[src/sv/smam_pkg.sv]
// Shared types and constants for the sensor moving-average monitor.
// Holds the result status codes, register indexes, reset values and the divider request.
// No dependencies; every other file refers to it by scoped names.
`default_nettype none

package smam_pkg;

   // Width of a reading, a threshold, an identifier and the average.
   localparam int DATA_W = 16;

   // Result status codes as they appear on the result word.
   typedef enum logic [2:0] {
      STAT_LOADED  = 3'd0,
      STAT_FULL    = 3'd1,
      STAT_UNKNOWN = 3'd2,
      STAT_FILLING = 3'd3,
      STAT_NORMAL  = 3'd4,
      STAT_HOT     = 3'd5,
      STAT_COLD    = 3'd6,
      STAT_END     = 3'd7
   } status_type;

   // Register index, taken from bit 2 of the byte address.
   localparam logic REG_MAX_TEMP = 1'b0;
   localparam logic REG_MIN_TEMP = 1'b1;

   // Threshold reset values in Q8.8 (20.0 and 10.0 degrees).
   localparam logic signed [DATA_W-1:0] MAX_TEMP_RESET = 16'sd5120;
   localparam logic signed [DATA_W-1:0] MIN_TEMP_RESET = 16'sd2560;

   // Request to the window divider.
   typedef struct packed {
      logic start;
      logic negative;
   } div_req_type;

endpackage

`default_nettype wire

[src/sv/smam_const_div.sv]
// Divider of a signed window sum by the constant window length.
// Multiplies the magnitude by a scaled reciprocal and registers the quotient together with done.
// Depends on smam_pkg for the data width and the request struct.
`default_nettype none

module smam_const_div #(
   parameter int DIVISOR = 5,
   parameter int IN_W    = 19
) (
   input  wire                                clock,
   input  wire                                reset,
   input  smam_pkg::div_req_type              div_req,
   input  wire [IN_W-1:0]                     magnitude,
   output logic                               done,
   output logic signed [smam_pkg::DATA_W-1:0] quotient
);

   // With the shift at IN_W + log2(DIVISOR) bits, the rounding error of the reciprocal stays
   // below one quotient step for every magnitude of IN_W bits, so the floor is exact.
   localparam int SHIFT  = IN_W + $clog2(DIVISOR);
   localparam int RCP_W  = IN_W + 1;
   localparam int PROD_W = IN_W + RCP_W;
   localparam logic [RCP_W-1:0] RECIPROCAL =
      RCP_W'(((64'd1 << SHIFT) + 64'(DIVISOR) - 64'd1) / 64'(DIVISOR));

   logic                        done_ff, done_in;
   logic                        neg_ff, neg_in;
   logic [smam_pkg::DATA_W-1:0] q_ff, q_in;
   logic [PROD_W-1:0]           product;

   assign product = {{RCP_W{1'b0}}, magnitude} * {{IN_W{1'b0}}, RECIPROCAL};

   always_comb begin
      done_in = div_req.start;
      neg_in  = neg_ff;
      q_in    = q_ff;
      if (div_req.start) begin
         neg_in = div_req.negative;
         q_in   = product[SHIFT +: smam_pkg::DATA_W];
      end
   end

   always_ff @(posedge clock) begin
      if (reset) begin
         done_ff <= 1'b0;
      end else begin
         done_ff <= done_in;
      end
      neg_ff <= neg_in;
      q_ff   <= q_in;
   end

   // The quotient magnitude always fits the data width; the sign is applied last.
   assign quotient = neg_ff ? -$signed(q_ff) : $signed(q_ff);
   assign done     = done_ff;

endmodule

`default_nettype wire

[config.mk]
export PLATFORM = sky130hd
export DESIGN_NAME = smam_const_div
export DESIGN_NICKNAME = d
export VERILOG_FILES = /design/src/sv/smam_pkg.sv /design/src/sv/smam_const_div.sv
export SDC_FILE = /design/constraint.sdc
export NUM_CORES = 1
export LEC_CHECK = 0
export ABC_AREA = 1
export BUFFER_PORTS_ARGS = -buffer_cell sky130_fd_sc_hd__clkbuf_2
export CAP_MARGIN = 20
export CORE_AREA = 2 2 180 129
export DETAILED_ROUTE_END_ITERATION = 8
export DIE_AREA = 0 0 182 131
export PLACE_DENSITY = 0.53
export REMOVE_ABC_BUFFERS = 1
export SLEW_MARGIN = 20
export SYNTH_ARGS = -nofsm -noshare
export SYNTH_HDL_FRONTEND = slang
export SYNTH_SLANG_ARGS = --single-unit
export TNS_END_PERCENT = 1
[constraint.sdc]
create_clock -name clock -period 9 [get_ports clock]
set_clock_uncertainty 0.1 [all_clocks]
set_input_delay 1.35 -clock clock [delete_from_list [all_inputs] [get_ports clock]]
set_output_delay 1.35 -clock clock [all_outputs]
set_load 0.03 [all_outputs]
==> results.tsv, run 1 <==
metric	value	unit
status	finished clean	
design area	0.00741	mm2
area grow syn2layout	9.34	%
slowest stage cell, crit path	fa_1	
share of post-route cells with drive strength above 1	6.38	%
# DRC	0	
DRT Pass-1 Iters	5	
total track usage	15.5	%
total number of vias	5211	
Slew @ Worst Pin	0.509	ns
Tmin final	6.37	ns
Worst Hold Margin	1.15	ns
Die ar.	0.0238	mm2
Avg Inst Size Synth	8.10	um2
TritonCTS buffer count	3	
Slew HR	65.8	%
synth warn	0	
post-CTS sizing	0	
crit path max fanout	4	
Clk pin slew, worst setup/hold paths	0.05	ns
Clock Path Buffers	2	
WL/cell	14.6	um
RSZ-0062 raised after global routing	no	
Max stage delay on crit path	0.56	ns
# setup viols final	0	
DR iter-0 viols	341	
CTS H-tree lvls	1	
Fin. Hold Viols	0	
drt total wl	17000	um
Setup TNS Final	0	ns
CTS hold repair buffers	0	
cell row count	46	
Die Span X	182	um
largest net degree at the start of global routing	19	
post-DP HPWL	15900	um
Die Y	131	um
Seq/Total Area, Yosys	7.83	%
post-synthesis cell type count	34	
commonest non-fill, non-tap cell in the layout	inv_1	
port buffer count	39	
clock root cell	clkbuf_16	
synthesized instance count	837	
Critical Path Start Type	input port	
starting density of the core	30.5	%
vias in the first global route	5284	
GRT overflow	0	
vias per inst	4.47	
FMAX	157	MHz
antenna-violating nets left	0	
post-CTS setup repair buffer count	0	
crit path cell chain	clkbuf_2 -> inv_1 -> ha_1 -> inv_1 -> ha_1 -> xor2_1 -> fa_1 -> fa_1 -> fa_1 -> inv_1 -> fa_1 -> inv_1 -> ha_1 -> a21oi_1 -> nand2_1 -> a21oi_1 -> nor2_1 -> nor2_1 -> nand2_1 -> nand2_1 -> nand2_1	
placeable core region	0.0222	mm2
CP required	8.89	ns
Synth Cell Area	0.00678	mm2
commonest cells after routing, fill and taps aside	inv_1, ha_1, nand2_1	
Worst setup EP type	flop	
CTS tree	built	
Critical Path AT	6.27	ns
post-synthesis register bit count	18	
max_cap viols	0	
Tcrit/Tclk final	70.8	%
gp weighted congestion	0.947	
Final Max Slew Viols	0	
first-pass GRT wire length	28700	um
# nets final	1135	
antenna violations before repair	0	
CTS sink count	18	
num ports	40	
Hold Crit Class	in2reg	
diodes inserted	0	
WS Path Type	in2reg	
Placed Area	0.00732	mm2
## per-layer routing
layer,part of all wire [%],up-vias,GRT usage (%)
li1,-,2650,-
met1,56,2463,25.6
met2,38,92,22.3
met3,4.7,6,1.22
met4,0.74,0,1.33
met5,0,-,0
## cells in the mapped netlist
cell | number | area [um2]
a21o_1 | 4 | 30.0
fa_1 | 98 | 1960
ha_1 | 135 | 1690
o31ai_1 | 2 | 15.0
a21boi_0 | 1 | 7.51
edfxtp_1 | 17 | 510
xnor2_1 | 8 | 70.1
o21ai_1 | 5 | 25.0
nor4_1 | 1 | 6.26
nand3_2 | 3 | 30.0
o21a_1 | 3 | 22.5
or2_2 | 1 | 6.26
a21boi_1 | 1 | 7.51
nand2_1 | 126 | 473
nand4_1 | 2 | 12.5
a211oi_1 | 1 | 7.51
a31oi_1 | 3 | 18.8
xor2_1 | 15 | 131
a21boi_2 | 1 | 11.3
o21bai_1 | 10 | 75.1
nor3_1 | 13 | 65.1
inv_1 | 249 | 935
dfxtp_1 | 1 | 20.0
o21ai_0 | 12 | 60.1
nor2_1 | 50 | 188
a21oi_1 | 42 | 210
o21ai_2 | 2 | 17.5
nor3_2 | 2 | 20.0
o211ai_1 | 1 | 7.51
inv_2 | 1 | 3.75
clkbuf_1 | 1 | 3.75
buf_4 | 1 | 7.51
nor2_2 | 3 | 18.8
nand3_1 | 22 | 110
## layout make-up
cell class / instances / area [um2]
Clock buffer: 4 / 88.8
Timing Repair Buffer: 39 / 195
Tap cell: 288 / 360
Fill cell: 2373 / 14800
Sequential cell: 18 / 531
Inverter: 250 / 938
Multi-Input combinational cell: 567 / 5300
## cells by family after synthesis
family                     share of synthesized area (%)
AOI/OAI and AO/OA                                   7.61
xor gates and xnor gates                            2.97
and+or+nand+nor                                     13.7
buffers and inverters                               14.0
DFF                                                 7.83
adders and majority gates                           53.9
## sequential cells by signal (all words and copies together) (netlist names)
register	flops
done	1
q_ff	16
neg_ff	1
## stage by stage
| step | utilization (%) | setup WS (ns) | std cells |
|---|---|---|---|
| 6_report | 33.4 | 2.63 | 1166 |
| 5_1_grt | 33.4 | 2.25 | 1166 |
| 4_1_cts | 33.4 | 2.61 | 1166 |
| 3_5_place_dp | 33.0 | 2.36 | 1162 |
| 3_3_place_gp | 33.0 | 2.35 | 1162 |
| 2_1_floorplan | - | 3.00 | 835 |
## critical path, delay by kind of cell
| kind | cells | cell delay (ns) |
|---|---|---|
| simple gates | 6 | 0.55 |
| fa+ha+maj | 7 | 3.15 |
| buf+inv | 5 | 0.32 |
| xor+xnor | 1 | 0.42 |
| compound gates | 2 | 0.48 |
## final timing paths
path,startpoint,depth (start not counted),slack (ns),endpoint
min,reset,2,1.15,done$_SDFF_PP0_
max,magnitude[17],21,2.63,q_ff[11]$_DFFE_PP_
Power of run 1 is not shown: default switching activity piles up to over one toggle a cycle in this logic, so the estimate is an artifact.
==> run 2, diff against run 1 <==
- clock period: 9 -> 5.9 ns (I/O delays scaled with it)
==> results.tsv, run 2 (synthesis results as in run 1) <==
metric	value	unit
largest net degree at the start of global routing	19	
Final Max Slew Viols	0	
DR iter-0 viols	369	
cell row count	46	
WS Path Type	in2reg	
antenna violations before repair	0	
Tcrit/Tclk final	96.6	%
total number of vias	5391	
# setup viols final	0	
placed insts	1222	
post-DP HPWL	16100	um
fin cells	1226	
drt total wl	17000	um
vias in the first global route	5575	
gp weighted congestion	0.936	
commonest cells after routing, fill and taps aside	inv_1, ha_1, nand2_1	
# DRC	0	
FMAX	175	MHz
CP Capture Point	q_ff[15]$_DFFE_PP_	
post-CTS setup repair buffer count	0	
antenna-violating nets left	0	
TritonCTS buffer count	3	
placeable core region	0.0222	mm2
CTS H-tree lvls	1	
area grow syn2layout	17.2	%
status	finished clean	
Slew HR	60.3	%
GRT overflow	0	
Worst setup EP type	flop	
Clk pin slew, worst setup/hold paths	0.05	ns
Biggest register	q_ff	
DRT Pass-1 Iters	5	
CP required	5.80	ns
total track usage	15.7	%
Die ar.	0.0238	mm2
port buffer count	39	
diodes inserted	0	
Die Y	131	um
DP Worst Slack	-0.185	ns
Fin. Hold Viols	0	
Die Span X	182	um
Worst setup startpoint	magnitude[11]	
end-of-flow core utilization	35.8	%
CTS sink count	18	
clock root cell	clkbuf_16	
crit path max fanout	3	
num ports	40	
max_cap viols	0	
Hold Crit Class	in2reg	
commonest non-fill, non-tap cell in the layout	inv_1	
Critical Path AT	5.60	ns
Critical Path Start Type	input port	
first-pass GRT wire length	29200	um
share of post-route cells with drive strength above 1	14.4	%
WL/cell	13.9	um
final worst slack	0.199	ns
starting density of the core	30.5	%
# nets final	1195	
Tmin final	5.70	ns
Clock Path Buffers	2	
RSZ-0062 raised after global routing	yes	
CTS tree	built	
max reg flops	16	
vias per inst	4.40	
Slew @ Worst Pin	0.591	ns
-- run 2: cell count changes in the layout (fill, tap and decap cells not counted), sizes merged --
| cell | change |
|---|---|
| buf | +60 |
-- run 2: repair_timing --
| item | 4_1_cts | 5_1_grt |
|---|---|---|
| setup endpoints to repair | 0 | 14 |
| hold buffers | 0 | 0 |
| resized for setup | 0 | 24 |
-- run 2: critical path, stage by stage --
cell and delay (ns):
clkbuf_2 0.09, inv_1 0.04, ha_1 0.32, fa_1 0.49, buf_4 0.16, fa_1 0.48, inv_1 0.11, fa_1 0.54
fa_1 0.53, fa_1 0.53, ha_1 0.34, inv_2 0.05, o21ai_1 0.21, buf_4 0.14, nand2_1 0.04, nand2_1 0.09
nand2_1 0.09, a21oi_1 0.23, nor3_2 0.07, nand3_1 0.09, nand2_1 0.07
-- run 2: how the worst min path moves through the flow --
stage	from	end	slack [ns]	depth (start not counted)
4_1_cts	reset	done$_SDFF_PP0_	0.68	2
6_report	reset	done$_SDFF_PP0_	0.69	2
3_3_place_gp	reset	done$_SDFF_PP0_	0.94	2
3_5_place_dp	reset	done$_SDFF_PP0_	0.95	2
2_1_floorplan	reset	done$_SDFF_PP0_	0.86	1
5_1_grt	div_req[0]	neg_ff$_DFFE_PP_	0.70	1
-- run 2: layer usage --
layer  wire (um)  up-vias  global-route usage [%]
met3         876        6                    2.11
met5           0        -                       0
li1            -     2768                       -
met2        6840      105                    23.8
met1        9170     2512                    24.5
met4         136        0                    1.66
-- run 2: layout make-up --
class,count,area [um2]
well taps,288,360
flip-flops and latches,18,531
clock buffers,4,78.8
inverters,250,938
fillers,2387,14300
multi-input cells,567,5390
repair buffers,99,646
-- run 2: through the flow --
step / hold WS, ns / TNS, ns / instance area (um2)
3_5_place_dp: 0.947 / -0.973 / 7770
6_report: 0.687 / 0 / 7940
3_3_place_gp: 0.942 / -1.11 / 7770
5_1_grt: 0.705 / -0.0768 / 7940
2_1_floorplan: 0.856 / 0 / 6770
4_1_cts: 0.684 / 0 / 7850
Power of run 2 is left out for the same reason.
==> run 3, diff against run 2 <==
- CAP_MARGIN: 20 -> unset
- clock period: 5.9 -> 7.05 ns (I/O delays scaled with it)
==> results.tsv, run 3 (synthesis results as in run 1) <==
metric	value	unit
crit path max fanout	5	
WS Path Type	in2reg	
total number of vias	5217	
FMAX	163	MHz
post-CTS sizing	0	
Clk pin slew, worst setup/hold paths	0.05	ns
Die Y	131	um
Tmin final	6.15	ns
# DRC	0	
# setup viols final	0	
max_cap viols	0	
first-pass GRT wire length	28800	um
Register Area	531	um2
CTS sink count	18	
crit path cell chain	clkbuf_2 -> inv_1 -> ha_1 -> fa_1 -> fa_1 -> inv_1 -> fa_1 -> fa_1 -> inv_1 -> fa_1 -> inv_1 -> ha_1 -> inv_1 -> o21bai_1 -> a21boi_2 -> a21oi_1 -> nor3_1 -> nand2_1 -> nand2_1 -> nand2_1	
Slew HR	62.8	%
Setup TNS Final	0	ns
Critical Path AT	6.06	ns
fin cells	1167	
status	finished clean	
RSZ-0062 raised after global routing	no	
share of post-route cells with drive strength above 1	6.37	%
vias in the first global route	5358	
drt total wl	17100	um
# nets final	1136	
Clock Path Buffers	2	
DR iter-0 viols	334	
cell row count	46	
GRT overflow	0	
max reg flops	16	
Die Span X	182	um
WL/cell	14.6	um
starting density of the core	30.5	%
Hold Crit Class	in2reg	
CTS hold repair buffers	0	
slowest stage cell, crit path	fa_1	
Fillers	2433	
commonest non-fill, non-tap cell in the layout	inv_1	
vias per inst	4.47	
Critical Path Start Type	input port	
Final Max Slew Viols	0	
Tcrit/Tclk final	87.3	%
Max stage delay on crit path	0.56	ns
post-DP HPWL	16100	um
area occupied by multi-input gates	0.00530	mm2
TritonCTS buffer count	3	
port buffer count	39	
antenna-violating nets left	0	
placeable core region	0.0222	mm2
CTS H-tree lvls	1	
post-CTS setup repair buffer count	0	
Biggest register	q_ff	
Worst setup EP type	flop	
diodes inserted	0	
Slew @ Worst Pin	0.553	ns
num ports	40	
total track usage	15.6	%
gp weighted congestion	0.942	
largest net degree at the start of global routing	19	
CTS tree	built	
area grow syn2layout	9.30	%
Worst Hold Margin	0.857	ns
clock root cell	clkbuf_16	
commonest cells after routing, fill and taps aside	inv_1, ha_1, nand2_1	
CP required	6.95	ns
Fin. Hold Viols	0	
antenna violations before repair	0	
placed insts	1163	
Die ar.	0.0238	mm2
DRT Pass-1 Iters	6	
## run 3: routing by layer
metal	vias up	wire length [um]	track usage, %
li1	2650	-	-
met1	2458	9380	24.8
met2	103	6620	22.7
met3	6	975	2.66
met4	0	111	1.23
met5	-	0	0
## run 3: cell type report
class / instances / share of cell area [%]
clock buffer: 4 / 1.06
inverter: 250 / 12.7
multi-input combinational: 567 / 71.5
sequential: 18 / 7.16
tap: 288 / 4.86
timing repair buffer: 40 / 2.74
## run 3: path summary, 6_finish.rpt
kind                           from            endpoint  slack (ns)  depth (start not counted)
worst min-delay path          reset     done$_SDFF_PP0_        0.86                          2
worst max-delay path  magnitude[11]  q_ff[15]$_DFFE_PP_        0.90                         20
## run 3: worst max-delay path, delay by kind of cell
| kind | cells | cell delay (ns) |
|---|---|---|
| AOI/OAI and AO/OA | 3 | 0.47 |
| adders and majority gates | 7 | 3.41 |
| buffers and inverters | 6 | 0.59 |
| and+or+nand+nor | 4 | 0.54 |
## run 3: per-stage QoR
step	setup slack (ns)	util, %	instance area [um2]
2_1_floorplan	1.35	-	6770
3_3_place_gp	0.694	33.0	7330
3_5_place_dp	0.662	33.0	7330
4_1_cts	0.882	33.3	7410
5_1_grt	0.555	33.3	7410
6_report	0.896	33.3	7410
Power of run 3 is left out for the same reason.
